`config.mk`:
```
export PLATFORM = sky130hd
export DESIGN_NAME = swcpd_ram
export DESIGN_NICKNAME = d
export VERILOG_FILES = /design/src/rtl/swcpd_ram.sv
export SDC_FILE = /design/constraint.sdc
export NUM_CORES = 2
export LEC_CHECK = 0
export ABC_AREA = 1
export BUFFER_PORTS_ARGS = -buffer_cell sky130_fd_sc_hd__buf_4
export CORE_ASPECT_RATIO = 1.75
export CORE_MARGIN = 2
export CORE_UTILIZATION = 35
export CTS_CLUSTER_SIZE = 25
export DETAILED_ROUTE_END_ITERATION = 8
export GPL_ROUTABILITY_DRIVEN = 0
export HOLD_SLACK_MARGIN = 0.06
export PLACE_DENSITY = 0.56
export SYNTH_ARGS = -nofsm -noshare
export SYNTH_HDL_FRONTEND = slang
export SYNTH_SLANG_ARGS = --single-unit
```
`constraint.sdc`:
```
create_clock -name clock -period 3.3 [get_ports clock]
set_input_delay 0.66 -clock clock [delete_from_list [all_inputs] [get_ports clock]]
set_output_delay 0.66 -clock clock [all_outputs]
set_load 0.05 [all_outputs]
```
`src/rtl/swcpd_ram.sv`:
```
`default_nettype none
// ----------------------------------------------------------------------------
// swcpd_ram
// Generic simple dual port RAM with registered read data.
// ----------------------------------------------------------------------------
module swcpd_ram #(
   parameter int WIDTH = 16,
   parameter int DEPTH = 256
) (
   input  wire                      clock,
   input  wire                      we,
   input  wire  [$clog2(DEPTH)-1:0] waddr,
   input  wire  [WIDTH-1:0]         wdata,
   input  wire  [$clog2(DEPTH)-1:0] raddr,
   output logic [WIDTH-1:0]         rdata
);

   logic [WIDTH-1:0] mem_ff [DEPTH];
   logic [WIDTH-1:0] rdata_ff;

   always_ff @(posedge clock) begin
      if (we) begin
         mem_ff[waddr] <= wdata;
      end
      rdata_ff <= mem_ff[raddr];
   end

   assign rdata = rdata_ff;

endmodule
`default_nettype wire

```
---- After elaboration in Yosys (flattened, before gate mapping) ----
Memory sizes are Yosys's and may differ from the RTL's. A register that Yosys moved wholly into a read port is not among the register bits.
Cells that the tools add are included.
word-level totals
  register bits ........................... 0
  memory bits (writable) .................. 4096
  input port bits ......................... 34
  output and inout port bits .............. 16
  logic and storage cells ................. 3
  memories ................................ 1
memory list
  name    words  width  rd ports  clocked after memory_dff  wr ports  line  text
  mem_ff  256    16     1         1                         1         18    logic [WIDTH-1:0] mem_ff [DEPTH];
cells by class
  muxes and demuxes ....................... 2
operators with widths
  operator           number
  1-bit two-way mux  2

---- Depth between registers and ports, before layout ----
  depth in word-level cells ............... 2
  depth in mapped cells ................... 15
  mapped depth without buffers ............ 11

---- Worst setup path after synthesis ----
No wires, ideal clock.
  path type ............................... in2reg
  start point ............................. input we
  end point ............................... memory mem_ff[162][0], enable pin
  library setup time ...................... 0.388 ns
  arrival time ............................ 2.112 ns
  required time ........................... 2.912 ns
  setup slack ............................. 0.800 ns
  stages on the path ...................... 4
  path buffers ............................ 2
  cell sequence ........................... clkbuf_1 > nand3_1 > clkbuf_1 > nor2_1
between the ends
  longest elaborated chain between the ends .. 2
ends and longest elaborated chain
  what                                     line  text
  start, declared                          11    input wire we,
  1-bit two-way mux                        22    if (we) begin
  1-bit two-way mux (implied by the code)  23    mem_ff[waddr] <= wdata;
  end, declared                            18
No other way between the ends.

==> flow_metrics.tcl <==
set metrics [dict create \
    path_depth 14 \
    period_needed_ns 3.019 \
    syn_avg_cell_area_sq_um 12.17 \
    fp.dieH_microns 914.2 \
    rows 334 \
    pwr_density_cell_mw_per_mm2 561.2 \
    cts_tree "yes" \
    vias_per_cell 5.322 \
    cp.buffers_inverters 5 \
    final_hold_viol_count 0 \
    postRouteAntennaNets 0 \
    yosysWarnings 0 \
    syn_nets 13650 \
    fin_crit_sh_pct 91.50 \
    reg2reg_slack_ns 0.92 \
    hold_path.class "in -> reg" \
    synth_cell_type_count 15 \
    clk_pin_slew_worst_paths_ns 0.07 \
    critPathCapture "rdata[8]$_DFF_P_" \
    grt_overflow 0 \
    fin_util_pct 40.35 \
    r2r_end "rdata[1]$_DFF_P_" \
    die-area_sq_mm 0.4792 \
    rr_worst_depth 11 \
    fp.coreArea_sq_mm 0.4722 \
    slew_headroom_pct 10.99 \
    cp_top_family "simple AND/OR/NAND/NOR gates" \
    grt_max_degree 96 \
    status "finished clean" \
    die_x_microns 524.1 \
    met1_length_mm 194.7 \
    worstSetupEndpointType "flop" \
    path_max_fanout 50 \
    crit_path_start_kind "input pin" \
    antenna_found_initial 10 \
    r2r-start "mem_ff[33][1]$_DFFE_PP_" \
    finalWirelength_mm 533.0 \
    numPortBuffers 49 \
    track_usage_pct 21.75 \
    p_leak_nw 66.52 \
    grt_pass1_wl_mm 761.0 \
    final_nets 14130 \
    cts_resized 0 \
    setup_ws_ns 0.2806 \
    ir_drop_mv 0.4081 \
    syn_inst 13620 \
    vias 109600 \
    wl_met3_mm 30.46 \
    drc 0 \
    report.final.slew_viol_count 0 \
    synth-seq-area-share_pct 74.42 \
    numCtsBuffers 348 \
    num-fill-cells 44150 \
    highest_layer "met5" \
    worstSkewPairLatency_ns 0.98 \
    first_pass_iters 6 \
    critPathLaunch "raddr[1]" \
    critPathSlowestCell "buf_4" \
    synth_seq_cells 4112 \
    required_ns 4.12 \
    worst_path_largest_cell_delay_ns 0.50 \
    worstMarginPinSlew_ns 1.335 \
    crit_type "in -> reg" \
    cp_common_cell "nand3_1" \
    initial_utilization_pct 35.09 \
    met2_wirelength_mm 273.4 \
    cp.arrival_ns 3.84 \
    hpwl_mm 341.7 \
    first_global_vias 106100 \
    fin_skew_ns 0.06388 \
    crit_chain "buf_8, buf_12, buf_12, buf_4, buf_4, nand3_1, nand3_1, nand3_1, nand3_1, nand3_1, nand3_1, nand2_1, nand2_1, nand2_1" \
    drv_cap 0 \
    wl_per_cell_microns 25.89 \
    cts-root-buf "clkbuf_16" \
    whs_path_depth 1 \
    ios 50 \
    dp_worst_setup_slack_ns -0.5077 \
    cts_sinks 4112 \
    synth_area_sq_mm 0.1657 \
    setup_viol 0 \
    rsz0062_at_grt "no" \
    seqCellArea_sq_mm 0.1233 \
    multi_input_area_sq_mm 0.03715 \
    drtIter0Drc 10830 \
    drive_above_1_share_pct 10.94 \
    cts.path.max_buffers 4 \
    timing.fmax_ghz 0.3312 \
    cts.htree.levels 5 \
    area_growth_pct 15.00 \
]
-- cells by family (layout without fill, tap and decap cells) --
family / after synthesis / after routing / synth area share [%]
buf+inv: 976 / 1724 / 3.214
other cells: 0 / 9 / 0
simple gates: 8529 / 8529 / 22.37
flops: 4112 / 4112 / 74.42
-- cell usage after synthesis (all sizes together) --
cell	count	area (sq um)
nand2	4211	15810
edfxtp	4096	123000
nand3	4035	20190
buf	783	4596
nor2	283	1062
clkbuf	154	578.1
inv	39	151.4
dfxtp	16	320.3
-- layer usage --
| layer | vias to the layer above | GRT usage, % |
|---|---|---|
| met1 | 55160 | 25.25 |
| met2 | 3954 | 38.50 |
| met5 | - | 0 |
| li1 | 49430 | - |
| met4 | 2 | 12.64 |
| met3 | 1028 | 2.604 |
-- power by group --
group          internal, mW  total [mW]  leakage, nW  switching, mW
logic                  2.20        7.96         24.2           5.76
registers              57.5        57.6         36.9          0.131
clock network          22.4        41.3         5.36           18.9
total                  82.1         107         66.5           24.8
-- worst min-delay path by stage --
| stage | endpoint | slack, ns | from |
|---|---|---|---|
| 2_1_floorplan | mem_ff[0][0]$_DFFE_PP_ | 0.76 | wdata[0] |
| 3_3_place_gp | rdata[3]$_DFF_P_ | 0.97 | mem_ff[132][3]$_DFFE_PP_ |
| 3_5_place_dp | rdata[3]$_DFF_P_ | 0.97 | mem_ff[132][3]$_DFFE_PP_ |
| 4_1_cts | mem_ff[58][4]$_DFFE_PP_ | 0.07 | wdata[4] |
| 5_1_grt | mem_ff[52][12]$_DFFE_PP_ | 0.11 | wdata[12] |
| 6_report | mem_ff[52][12]$_DFFE_PP_ | 0.11 | wdata[12] |
-- flip-flops by register name (all words and copies together), names as in the netlist --
signal	flops
mem_ff	4096
rdata	16
-- area by class of cell --
type / instances / area share, %
Multi-Input combinational cell: 8529 / 19.49
Timing Repair Buffer: 1068 / 5.809
Antenna cell: 9 / 0.01182
Tap cell: 6216 / 4.081
Clock buffer: 456 / 4.953
Sequential cell: 4112 / 64.71
Inverter: 39 / 0.1051
Clock inverter: 161 / 0.8313
-- what timing repair did --
item | 4_1_cts | 5_1_grt
endpoints found under the hold margin | 24 | 0
setup buffers | 0 | 0
hold buffers | 3 | 0
-- cells in the final DEF, fill, tap and decap left out --
| cell | synthesis | final |
|---|---|---|
| inv_8 | 0 | 3 |
| clkinv_1 | 0 | 62 |
| dfxtp_1 | 16 | 16 |
| buf_6 | 53 | 1 |
| nand3_1 | 4035 | 4035 |
| dlygate4sd3_1 | 0 | 3 |
| clkbuf_8 | 0 | 9 |
| clkinv_4 | 0 | 1 |
| inv_16 | 0 | 4 |
| clkbuf_16 | 0 | 359 |
| buf_16 | 0 | 1 |
| nand2_2 | 0 | 16 |
| clkbuf_1 | 154 | 88 |
| nor2_2 | 0 | 18 |
| diode_2 | 0 | 9 |
| buf_8 | 1 | 19 |
| nor2_1 | 283 | 265 |
| clkinvlp_4 | 0 | 11 |
| bufinv_16 | 0 | 28 |
| edfxtp_1 | 4096 | 4096 |
| inv_1 | 35 | 33 |
| buf_12 | 1 | 230 |
| clkinv_16 | 0 | 2 |
| inv_6 | 0 | 8 |
| buf_4 | 163 | 814 |
| nand2_1 | 4211 | 4195 |
| clkinv_2 | 0 | 47 |
| clkinv_8 | 0 | 1 |
-- per-stage QoR --
| step | TNS, ns | total power, mW | instances | instance area (sq um) | hold slack (ns) |
|---|---|---|---|---|---|
| CTS | 0 | 107.5 | 20580 | 190500 | 0.06964 |
| finish | 0 | 106.9 | 20590 | 190600 | 0.1110 |
| global route | 0 | 109.7 | 20580 | 190500 | 0.1097 |
| global placement | -4.223 | 66.68 | 19960 | 179500 | 0.9731 |
| detailed placement | -4.091 | 66.72 | 19960 | 179500 | 0.9696 |
| floorplan | 0 | 62.37 | 13620 | 165700 | 0.7589 |
No activity file was read; power rests on OpenSTA's default activity.
