[src/rtl/swcpd_pkg.sv]
`default_nettype none
// ----------------------------------------------------------------------------
// swcpd_pkg
// Shared constants and types of the sliding window change point detector.
// ----------------------------------------------------------------------------
package swcpd_pkg;

   localparam int TRAIN_LEN    = 200;
   localparam int MON_LEN      = 50;
   localparam int STORE_DEPTH  = TRAIN_LEN + MON_LEN;
   localparam int SAMPLE_BITS  = 16;
   localparam int ADDR_BITS    = $clog2(STORE_DEPTH);
   localparam int COUNT_BITS   = $clog2(TRAIN_LEN + 1);
   localparam int MON_BITS     = 6;
   localparam int Q1_BITS      = 24;
   localparam int S_BITS       = 40;
   localparam int Q2_BITS      = 22;
   localparam int DEV_BITS     = 30;
   localparam int VAR_BITS     = 48;
   localparam int MUL_A_BITS   = 80;
   localparam int MUL_B_BITS   = 32;
   localparam int THR_BITS     = 16;
   localparam int CSR_ADDR_BITS = 3;
   localparam int CSR_DATA_BITS = 32;
   localparam logic [THR_BITS-1:0] THR_RESET = 16'd2036;
   localparam logic [CSR_ADDR_BITS-1:0] CSR_THRESHOLD = 3'd0;
   localparam int LHS_SCALE    = 256 * (TRAIN_LEN - 1);

   localparam logic [1:0] PHASE_DISCARD = 2'd0;
   localparam logic [1:0] PHASE_TRAIN   = 2'd1;
   localparam logic [1:0] PHASE_MON     = 2'd2;
   localparam logic [1:0] PHASE_HALT    = 2'd3;

   typedef struct packed {
      logic                  start;
      logic [MUL_A_BITS-1:0] a;
      logic [MUL_B_BITS-1:0] b;
   } mul_cmd_type;

   typedef struct packed {
      logic                  done;
      logic [MUL_A_BITS-1:0] product;
   } mul_rsp_type;

endpackage
`default_nettype wire

[src/rtl/swcpd_mul.sv]
`default_nettype none
// ----------------------------------------------------------------------------
// swcpd_mul
// Shift and add multiplier, one multiplier bit per cycle, stops early.
// ----------------------------------------------------------------------------
module swcpd_mul import swcpd_pkg::*; (
   input  wire         clock,
   input  wire         reset,
   input  mul_cmd_type cmd,
   output mul_rsp_type rsp
);

   logic                  busy_ff, busy_in;
   logic [MUL_A_BITS-1:0] a_ff, a_in, acc_ff, acc_in;
   logic [MUL_B_BITS-1:0] b_ff, b_in;

   always_comb begin
      busy_in = busy_ff;
      a_in    = a_ff;
      b_in    = b_ff;
      acc_in  = acc_ff;
      if (cmd.start) begin
         busy_in = 1'b1;
         a_in    = cmd.a;
         b_in    = cmd.b;
         acc_in  = '0;
      end else if (busy_ff) begin
         if (b_ff == '0) begin
            busy_in = 1'b0;
         end else begin
            if (b_ff[0]) begin
               acc_in = acc_ff + a_ff;
            end
            a_in = a_ff << 1;
            b_in = b_ff >> 1;
         end
      end
   end

   always_ff @(posedge clock) begin
      if (reset) begin
         busy_ff <= 1'b0;
      end else begin
         busy_ff <= busy_in;
      end
      a_ff   <= a_in;
      b_ff   <= b_in;
      acc_ff <= acc_in;
   end

   assign rsp.done    = busy_ff && (b_ff == '0);
   assign rsp.product = acc_ff;

endmodule
`default_nettype wire

[config.mk]
export PLATFORM = sky130hd
export DESIGN_NAME = swcpd_mul
export DESIGN_NICKNAME = d
export VERILOG_FILES = /design/src/rtl/swcpd_pkg.sv /design/src/rtl/swcpd_mul.sv
export SDC_FILE = /design/constraint.sdc
export NUM_CORES = 1
export LEC_CHECK = 0
export BUFFER_PORTS_ARGS = -buffer_cell sky130_fd_sc_hd__buf_2
export CAP_MARGIN = 20
export CORE_MARGIN = 4
export CORE_UTILIZATION = 51
export CTS_BUF_LIST = sky130_fd_sc_hd__clkbuf_8
export CTS_CLUSTER_SIZE = 8
export DETAILED_ROUTE_END_ITERATION = 7
export GPL_TIMING_DRIVEN = 0
export PLACE_DENSITY = 0.74
export SLEW_MARGIN = 30
export SYNTH_ARGS = -nofsm -noshare
export SYNTH_HDL_FRONTEND = slang
export SYNTH_SLANG_ARGS = --single-unit
[constraint.sdc]
create_clock -name clock -period 4.42 [get_ports clock]
set_input_delay 0.221 -clock clock [delete_from_list [all_inputs] [get_ports clock]]
set_output_delay 0.221 -clock clock [all_outputs]
set_load 0.05 [all_outputs]
[After elaboration in Yosys (flattened, before gate mapping)]
Cells that the tools add are included.
Cells by class
  add/subtract/negate cells: 1
  equal/unequal tests: 1
  mux-type cells: 9
  bitwise operators: 1
  reduce and logical (&&, ||, !) cells: 5
Operators with widths (number)
  two-way mux 80 bit: 3
  two-way mux 32 bit: 3
  adder 80 bit: 1
  zero test 32 bit: 1
  two-way mux 1 bit: 3
  AND reduction 3 bit: 1
  != test 2 bit, second input constant: 1
  AND reduction 2 bit: 1
  nonzero test 2 bit: 1
  logical AND 1 bit: 1
  NOT 1 bit: 1
Storage, ports and cells
  register bits: 193
  input bits: 115
  output and inout port bits: 81
  word-level logic and storage cells: 21

[Longest topological paths before layout]
Gate-level depths: netlist of run 1.
  depth in word-level cells: 4
  depth in mapped cells: 12
  mapped depth without buffers: 12

[Worst setup path before layout of run 1]
No wires, ideal clock.
  path type: register to register
  start point: register b_ff[6]
  end point: register a_ff[0], enable pin
  library setup time: 1.003 ns
  data arrival time: 2.952 ns
  required time: 3.417 ns
  setup slack: 0.465 ns
  cell stages (with the launch flop): 5
  path buffers: 0
  period minus slack after synthesis: 3.955 ns
  path through: edfxtp_1 > nor4_1 > nand4_1 > o21ai_0 > nand2_1
Between the ends
  cells in the longest elaborated chain, start to end: 3
Ends and longest elaborated chain
  from (decl): RTL line swcpd_mul.sv:15  | logic [MUL_B_BITS-1:0] b_ff, b_in;
  from (signal assigned): RTL line swcpd_mul.sv:47  | b_ff <= b_in;
  zero test 32 bit: RTL line swcpd_mul.sv:28  | if (b_ff == '0) begin
  != test 2 bit (no source line)
  AND reduction 2 bit (no source line)
  to (signal assigned): RTL line swcpd_mul.sv:46  | a_ff <= a_in;
  to (decl): RTL line swcpd_mul.sv:14  | logic [MUL_A_BITS-1:0] a_ff, a_in, acc_ff, acc_in;
Every way passes these cells.
A chain may end at the register's enable or synchronous reset.

[Worst setup path in the final report of run 1]
  start point: register a_ff[0]
  end point: register acc_ff[76]
Between the ends
  cells in the longest elaborated chain, start to end: 1
Ends and longest elaborated chain
  adder 80 bit: RTL line swcpd_mul.sv:32  | acc_in = acc_ff + a_ff;
  to (signal assigned): RTL line swcpd_mul.sv:48  | acc_ff <= acc_in;
  to (decl): RTL line swcpd_mul.sv:14
Every way passes these cells.

==> results.md, run 1 <==
* Run status: completed
* Final Wtd Congestion at 0.963
* R2r endpoint: acc_ff[76]$_SDFFE_PP0P_
* Post-CTS Setup Bufs at 0
* First-pass GRT wire length at 55,400 um
* Largest net degree at the start of global routing at 48
* # H-tree levels at 4
* Synth Area in XOR/XNOR at 4.27%
* RSZ-0062 raised after global routing: no
* Post-CTS Hold Buffers at 4
* Clk Latency, worst-skew pair at 0.49 ns
* Hold path start: cmd[18]
* DP HPWL at 26,900 um
* Initial antenna violation count at 2
* Nets@finish at 1,747
* Power Internal at 3170 uW
* Max Clock Skew at 0.0292 ns
* Final min period at 4.00 ns
* CP peak stage delay at 0.51 ns
* Post-Route WL at 34,900 um
* Final slew viol count at 0
* ANT cells at 0
* Fillers at 2,186
* Final Hold Slack at 0.0218 ns
* Layout Cells excl Fill at 1,889
* Sw frac at 38.4%
* FFs w/ async S/R, synth at 0%
* Mapped Avg Cell Area at 9.46 um^2
* Comb pwr share at 32.2%
* CP Class: reg -> reg
* Row count at 57
* Number of synthesized register bits at 193
* Cell variety after synth at 85
* Wire per inst at 18.5 um
* GRT overflow at 0
* DR vias at 10,900
* Worst-Margin Slew at 0.962 ns
* R2r worst-path depth at 12
* Clk pin slew, worst setup/hold paths at 0.13 ns
* Crit path launch type: flip-flop
* Input/output buffers at 195
* IO Count at 196
* Synth Area in Compound Gates at 18.4%
* DIE HEIGHT at 165 um
* Drt drc at 0
* Max Cap Viol at 0
* YS warnings at 0
* First-pass DRT Iterations at 5
* Net Switching at 1970 uW
* Pwr/cell area at 354 mW/mm^2
* Crit Path Max Fanout at 6
* Clock buffer count from CTS at 17
* Data arrival, critical path at 4.39 ns
* Post-Synth Simple-Gate Area at 15.3%
* Worst hold path cell count at 2
* VDD IR max at 206 uV
* Initial Utilization at 51.7%
* CTS tree: built
* Worst min path class: in -> reg
* Critical-path top delay cell: nor3_2
* Clk root buf: clkbuf_8
* Setup violators final at 0
* Critical Path, Cell by Cell: ha_1, fa_1, a21o_1, a221o_1, a21oi_2, o32a_1, a2111oi_2, nor3_2, o221ai_1, o21ai_0, nor2_1, a311oi_1
* Met1 WL at 15,900 um
* Crit path capture type: flip-flop
* Total clock sinks at 193
* Sequential share of the synthesized area at 39.8%
* Cells after Synth at 1,324
* Adder-cell share of the synthesized area at 8.05%
* Resize count post-CTS at 0
* Mux contribution to synthesized area at 10.1%
* Vias in the first global route at 10,500
* Final Cycle Share at 90.5%
* FMAX at 250 MHz
* Top sig layer: met5
* Worst reg2reg setup slack at 0.42 ns
* DP Cell Count at 1,845
* Synth top area share at 26.9%
* Number of synthesized flops with an enable pin at 112
* Post-DRT Antenna Nets at 0
* Synth-to-layout area growth at 15.9%
* WL met3 at 2350 um
* WHS Endpoint: b_ff[18]$_DFFE_PP_
* Synth top area cells: edfxtp_1 (27%), dfxtp_1 (13%), mux2_2 (9.9%), ha_1 (7.9%), a21oi_1 (6.2%)
* Horiz. Die Dim at 165 um
* Post-synthesis cell area at 0.0125 mm^2
* Fraction of layout cells with a size suffix above 1 at 24.7%
* Final setup margin at 0.421 ns
* Starting DRT DRC Count at 870
* Worst rel slew slack at 35.9%
* Synth Flop Type: edfxtp_1
* Total global-route track usage at 25.7%
* Largest family of logic cells by synthesized area: compound AO/OA/AOI/OAI gates
* Commonest cells after routing, fill and taps aside: buf_2 (200), nand2_1 (193), a21oi_1 (154)
* Synth area leader: edfxtp_1
* Vias per Instance at 5.79
* Worst Path Required at 4.81 ns
* Reg power frac at 43.5%
* Leak at 0.00607 uW
* Worst r2r src: a_ff[0]$_SDFFCE_PN0P_
* Commonest non-fill, non-tap cell in the layout: buf_2
* Setup Slack @ Placement at 0.542 ns
* Metal2 WL at 16,100 um
* Setup tns final at 0 ns
* Clock power frac at 24.3%
* Core Area at 0.0242 mm^2
* Final hold violations at 0
* Clock Tree Buf Depth at 2
* Synthesized Nets at 1,519
* Die area at 0.0271 mm^2
## routing by layer
metal	vias to the layer above	track usage (%)
met3	36	4.92
met1	5204	36.1
li1	5336	-
met2	358	40.9
met4	4	6.43
met5	-	0
## cell type report
type	count	area [um^2]	area share [%]
tap	324	405	2.79
clock inverter	15	195	1.35
clock buffer	17	234	1.61
timing repair buffer	209	1140	7.88
buffer	82	410	2.83
multi-input combinational	1021	7030	48.5
inverter	28	105	0.724
sequential	193	4980	34.4
## sequential cells by signal, indices dropped and copies added (netlist names)
register	cells
a_ff	80
acc_ff	80
b_ff	32
busy_ff	1
## power by group through the flow
stage          Combinational, uW  Sequential [uW]  Clock (uW)
5_1_grt                     1820             2260        1340
3_3_place_gp                1590             2280           0
2_1_floorplan               1040             2440           0
6_report                    1650             2240        1250
4_1_cts                     1640             2240        1280
3_5_place_dp                1620             2270           0
## cell families (layout without fill, tap and decap cells)
group                      Yosys count  after routing
muxes                              112            112
and+or+nand+nor                    407            407
buffers and inverters              110            351
DFF                                193            193
xor gates and xnor gates            61             61
AOI/OAI and AO/OA                  361            361
adders and majority gates           80             80
## Yosys cell counts (all sizes together) (8+ instances only)
cell	number
mux2	111
ha	79
edfxtp	112
and3	8
o311ai	8
nor4	16
dfxtp	81
nand3	41
buf	27
and2	9
inv	27
nor3	23
o211ai	9
o31ai	8
a31oi	8
clkbuf	52
o21a	10
a21boi	8
a211oi	8
o21bai	26
nor2	57
o21ai	52
a21o	34
or3	8
xor2	17
nand4	29
a21oi	158
nand2	194
xnor2	44
## per-stage QoR
| stage | instance area [um^2] | power (uW) | utilization (%) |
|---|---|---|---|
| finish | 14500 | 5140 | 59.8 |
| CTS | 14400 | 5150 | 59.5 |
| floorplan | 12500 | 3480 | - |
| global route | 14500 | 5420 | 59.8 |
| detailed placement | 14000 | 3900 | 57.6 |
| global placement | 13900 | 3870 | 57.3 |
## how the worst max path moves through the flow
| stage | endpoint | start | slack [ns] | depth (start not counted) |
|---|---|---|---|---|
| finish | acc_ff[76]$_SDFFE_PP0P_ | a_ff[0]$_SDFFCE_PN0P_ | 0.42 | 12 |
| global route | acc_ff[76]$_SDFFE_PP0P_ | a_ff[0]$_SDFFCE_PN0P_ | 0.29 | 12 |
| CTS | acc_ff[76]$_SDFFE_PP0P_ | a_ff[0]$_SDFFCE_PN0P_ | 0.48 | 12 |
| detailed placement | acc_ff[76]$_SDFFE_PP0P_ | a_ff[0]$_SDFFCE_PN0P_ | 0.54 | 12 |
| global placement | a_ff[45]$_DFFE_PP_ | b_ff[31]$_SDFFCE_PN0P_ | -1.05 | 4 |
| floorplan | a_ff[0]$_SDFFCE_PN0P_ | b_ff[6]$_DFFE_PP_ | 0.47 | 4 |
## critical path: cells and delay by family (launching register included)
kind / cells / cell delay, ns
flops: 1 / 0.40
fa+ha+maj: 2 / 0.64
compound gates: 8 / 2.24
simple gates: 2 / 0.61
Power figures use the tool's default switching activity.
==> run 2: changes to the inputs <==
--- a/config.mk
+++ b/config.mk
@@ -7,6 +7,7 @@
 export LEC_CHECK = 0
 export BUFFER_PORTS_ARGS = -buffer_cell sky130_fd_sc_hd__buf_2
 export CAP_MARGIN = 20
+export CORE_ASPECT_RATIO = 0.6
 export CORE_MARGIN = 4
 export CORE_UTILIZATION = 51
 export CTS_BUF_LIST = sky130_fd_sc_hd__clkbuf_8
==> results.md, run 2 (synthesized netlist as in run 1, its figures left out) <==
* Starting DRT DRC Count at 1,448 (+66%)
* Leading registers by flop count: a_ff x80, acc_ff x80, b_ff x32
* Leak at 0.00646 uW (+6.4%)
* Drt drc at 0 (unchanged)
* Final core occ at 63.7% (+3.9 points)
* Horiz. Die Dim at 210 um (+28%)
* Worst min path class: in -> reg
* Clock power frac at 24.7% (+0.4 points)
* Clk pin slew, worst setup/hold paths at 0.09 ns (-0.04 ns)
* Total power at 5320 uW (+3.7%)
* Clock buffer count from CTS at 17 (unchanged)
* Net Switching at 1920 uW (-2.4%)
* Worst-Margin Slew at 1.03 ns (+0.0728 ns)
* Setup violators final at 0 (unchanged)
* Total global-route track usage at 28.7% (+3.0 points)
* Pwr/cell area at 346 mW/mm^2 (-2.3%)
* Post-DRT Antenna Nets at 0 (unchanged)
* Clock Tree Buf Depth at 2 (unchanged)
* Initial antenna violation count at 0 (-2)
* Initial Utilization at 51.8% (+0.17 points)
* Power Internal at 3400 uW (+7.4%)
* Final Wtd Congestion at 0.949 (-1.4%)
* # H-tree levels at 4 (unchanged)
* Final Cycle Share at 93.7% (+3.2 points)
* CP Class: reg -> reg
* Clk root buf: clkbuf_8
* Crit path capture type: flip-flop
* Total clock sinks at 193 (unchanged)
* First-pass DRT Iterations at 6 (+1)
* Worst Path Required at 4.78 ns (-0.03 ns)
* Final slew viol count at 0 (unchanged)
* Max Clock Skew at 0.0194 ns (-0.00975 ns)
* Sw frac at 36.1% (-2.2 points)
* Max Cap Viol at 0 (unchanged)
* Commonest cells after routing, fill and taps aside: buf_2 (200), nand2_1 (193), a21oi_1 (154)
* Nets@finish at 1,836 (+5.1%)
* CTS tree: built
* Vias in the first global route at 10,700 (+1.7%)
* Commonest non-fill, non-tap cell in the layout: buf_2
* Run status: completed
* Post-CTS Setup Bufs at 0 (unchanged)
* First-pass GRT wire length at 61,200 um (+11%)
* Input/output buffers at 195 (unchanged)
* Die area at 0.0272 mm^2 (+0.30%)
* GRT overflow at 0 (unchanged)
* Post-CTS Hold Buffers at 98 (+94)
* Worst rel slew slack at 31.0% (-4.9 points)
* RSZ-0062 raised after global routing: no
* DP HPWL at 29,700 um (+10%)
* Resize count post-CTS at 0 (unchanged)
* VDD IR max at 262 uV (+27%)
* Data arrival, critical path at 4.50 ns (+0.11 ns)
* DIE HEIGHT at 129 um (-21%)
* Largest net degree at the start of global routing at 45 (-6.3%)
* Clk Latency, worst-skew pair at 0.52 ns (+0.03 ns)
* Crit path launch type: flip-flop
* Post-Route WL at 39,800 um (+14%)
* Core Area at 0.0242 mm^2 (-0.33%)
* Vias per Instance at 5.95 (+2.7%)
* Reg power frac at 42.2% (-1.3 points)
* IO Count at 196 (unchanged)
* Fraction of layout cells with a size suffix above 1 at 23.2% (-1.5 points)
* DR vias at 11,800 (+7.5%)
* Wire per inst at 20.1 um (+9.0%)
* Final min period at 4.14 ns (+0.143 ns)
* Crit Path Max Fanout at 10 (+4)
* Comb pwr share at 33.1% (+0.9 points)
* Final hold violations at 0 (unchanged)
* Synth-to-layout area growth at 23.0%
* FMAX at 241 MHz (-3.5%)
* Row count at 44 (-23%)
-- run 2: final timing paths --
kind / from / end / depth (start not counted) / slack [ns]
max: b_ff[31]$_SDFFCE_PN0P_ / acc_ff[50]$_SDFFE_PP0P_ / 10 / 0.28
min: cmd[29] / b_ff[29]$_DFFE_PP_ / 2 / 0.02
max reg2reg: b_ff[31]$_SDFFCE_PN0P_ / acc_ff[50]$_SDFFE_PP0P_ / 10 / 0.28
min reg2reg: acc_ff[32]$_SDFFE_PP0P_ / acc_ff[32]$_SDFFE_PP0P_ / 2 / 0.47
-- run 2: final cells by class --
class	instances	area, um^2
Sequential cell	193	4980
Inverter	28	105
Buffer	82	410
Tap cell	322	403
Antenna cell	1	2.50
Timing Repair Buffer	298	2030
Clock buffer	18	248
Clock inverter	14	188
Multi-Input combinational cell	1021	7030
Fill cell	2023	8770
-- run 2: power by group through the flow --
stage	sequential, uW	clock, uW	combinational (uW)
4_1_cts	2240	1330	1720
5_1_grt	2260	1410	1910
6_report	2240	1320	1760
3_5_place_dp	2280	0	1650
3_3_place_gp	2280	0	1620
2_1_floorplan	2440	0	1040
-- run 2: routing by layer --
metal	GRT usage [%]	vias to the layer above	share of wire, %
met4	6.02	0	1.4
li1	-	5528	-
met5	0	-	0
met2	38.4	580	40
met1	46.4	5601	49
met3	6.56	49	9.9
-- run 2: critical path, stage by stage, from the launching register on --
cell,delay (ns)
edfxtp_1,0.41
nor4_1,0.51
nand4_1,0.23
o21ai_0,0.60
or2_2,0.23
dlygate4sd3_1,0.69
buf_2,0.29
clkbuf_1,0.70
nor3_1,0.11
nand2_1,0.11
o311ai_0,0.11
-- run 2: stage by stage --
stage	setup TNS [ns]	cell area, um^2	cells	worst slack (ns)	hold slack (ns)
global route	0	15400	1976	0.189	0.00126
finish	0	15400	1977	0.277	0.0191
detailed placement	0	14000	1843	0.597	0.383
global placement	-137.71	13900	1841	-1.24	0.376
CTS	0	15400	1973	0.547	0.0000570
floorplan	0	12500	1324	0.465	0.290
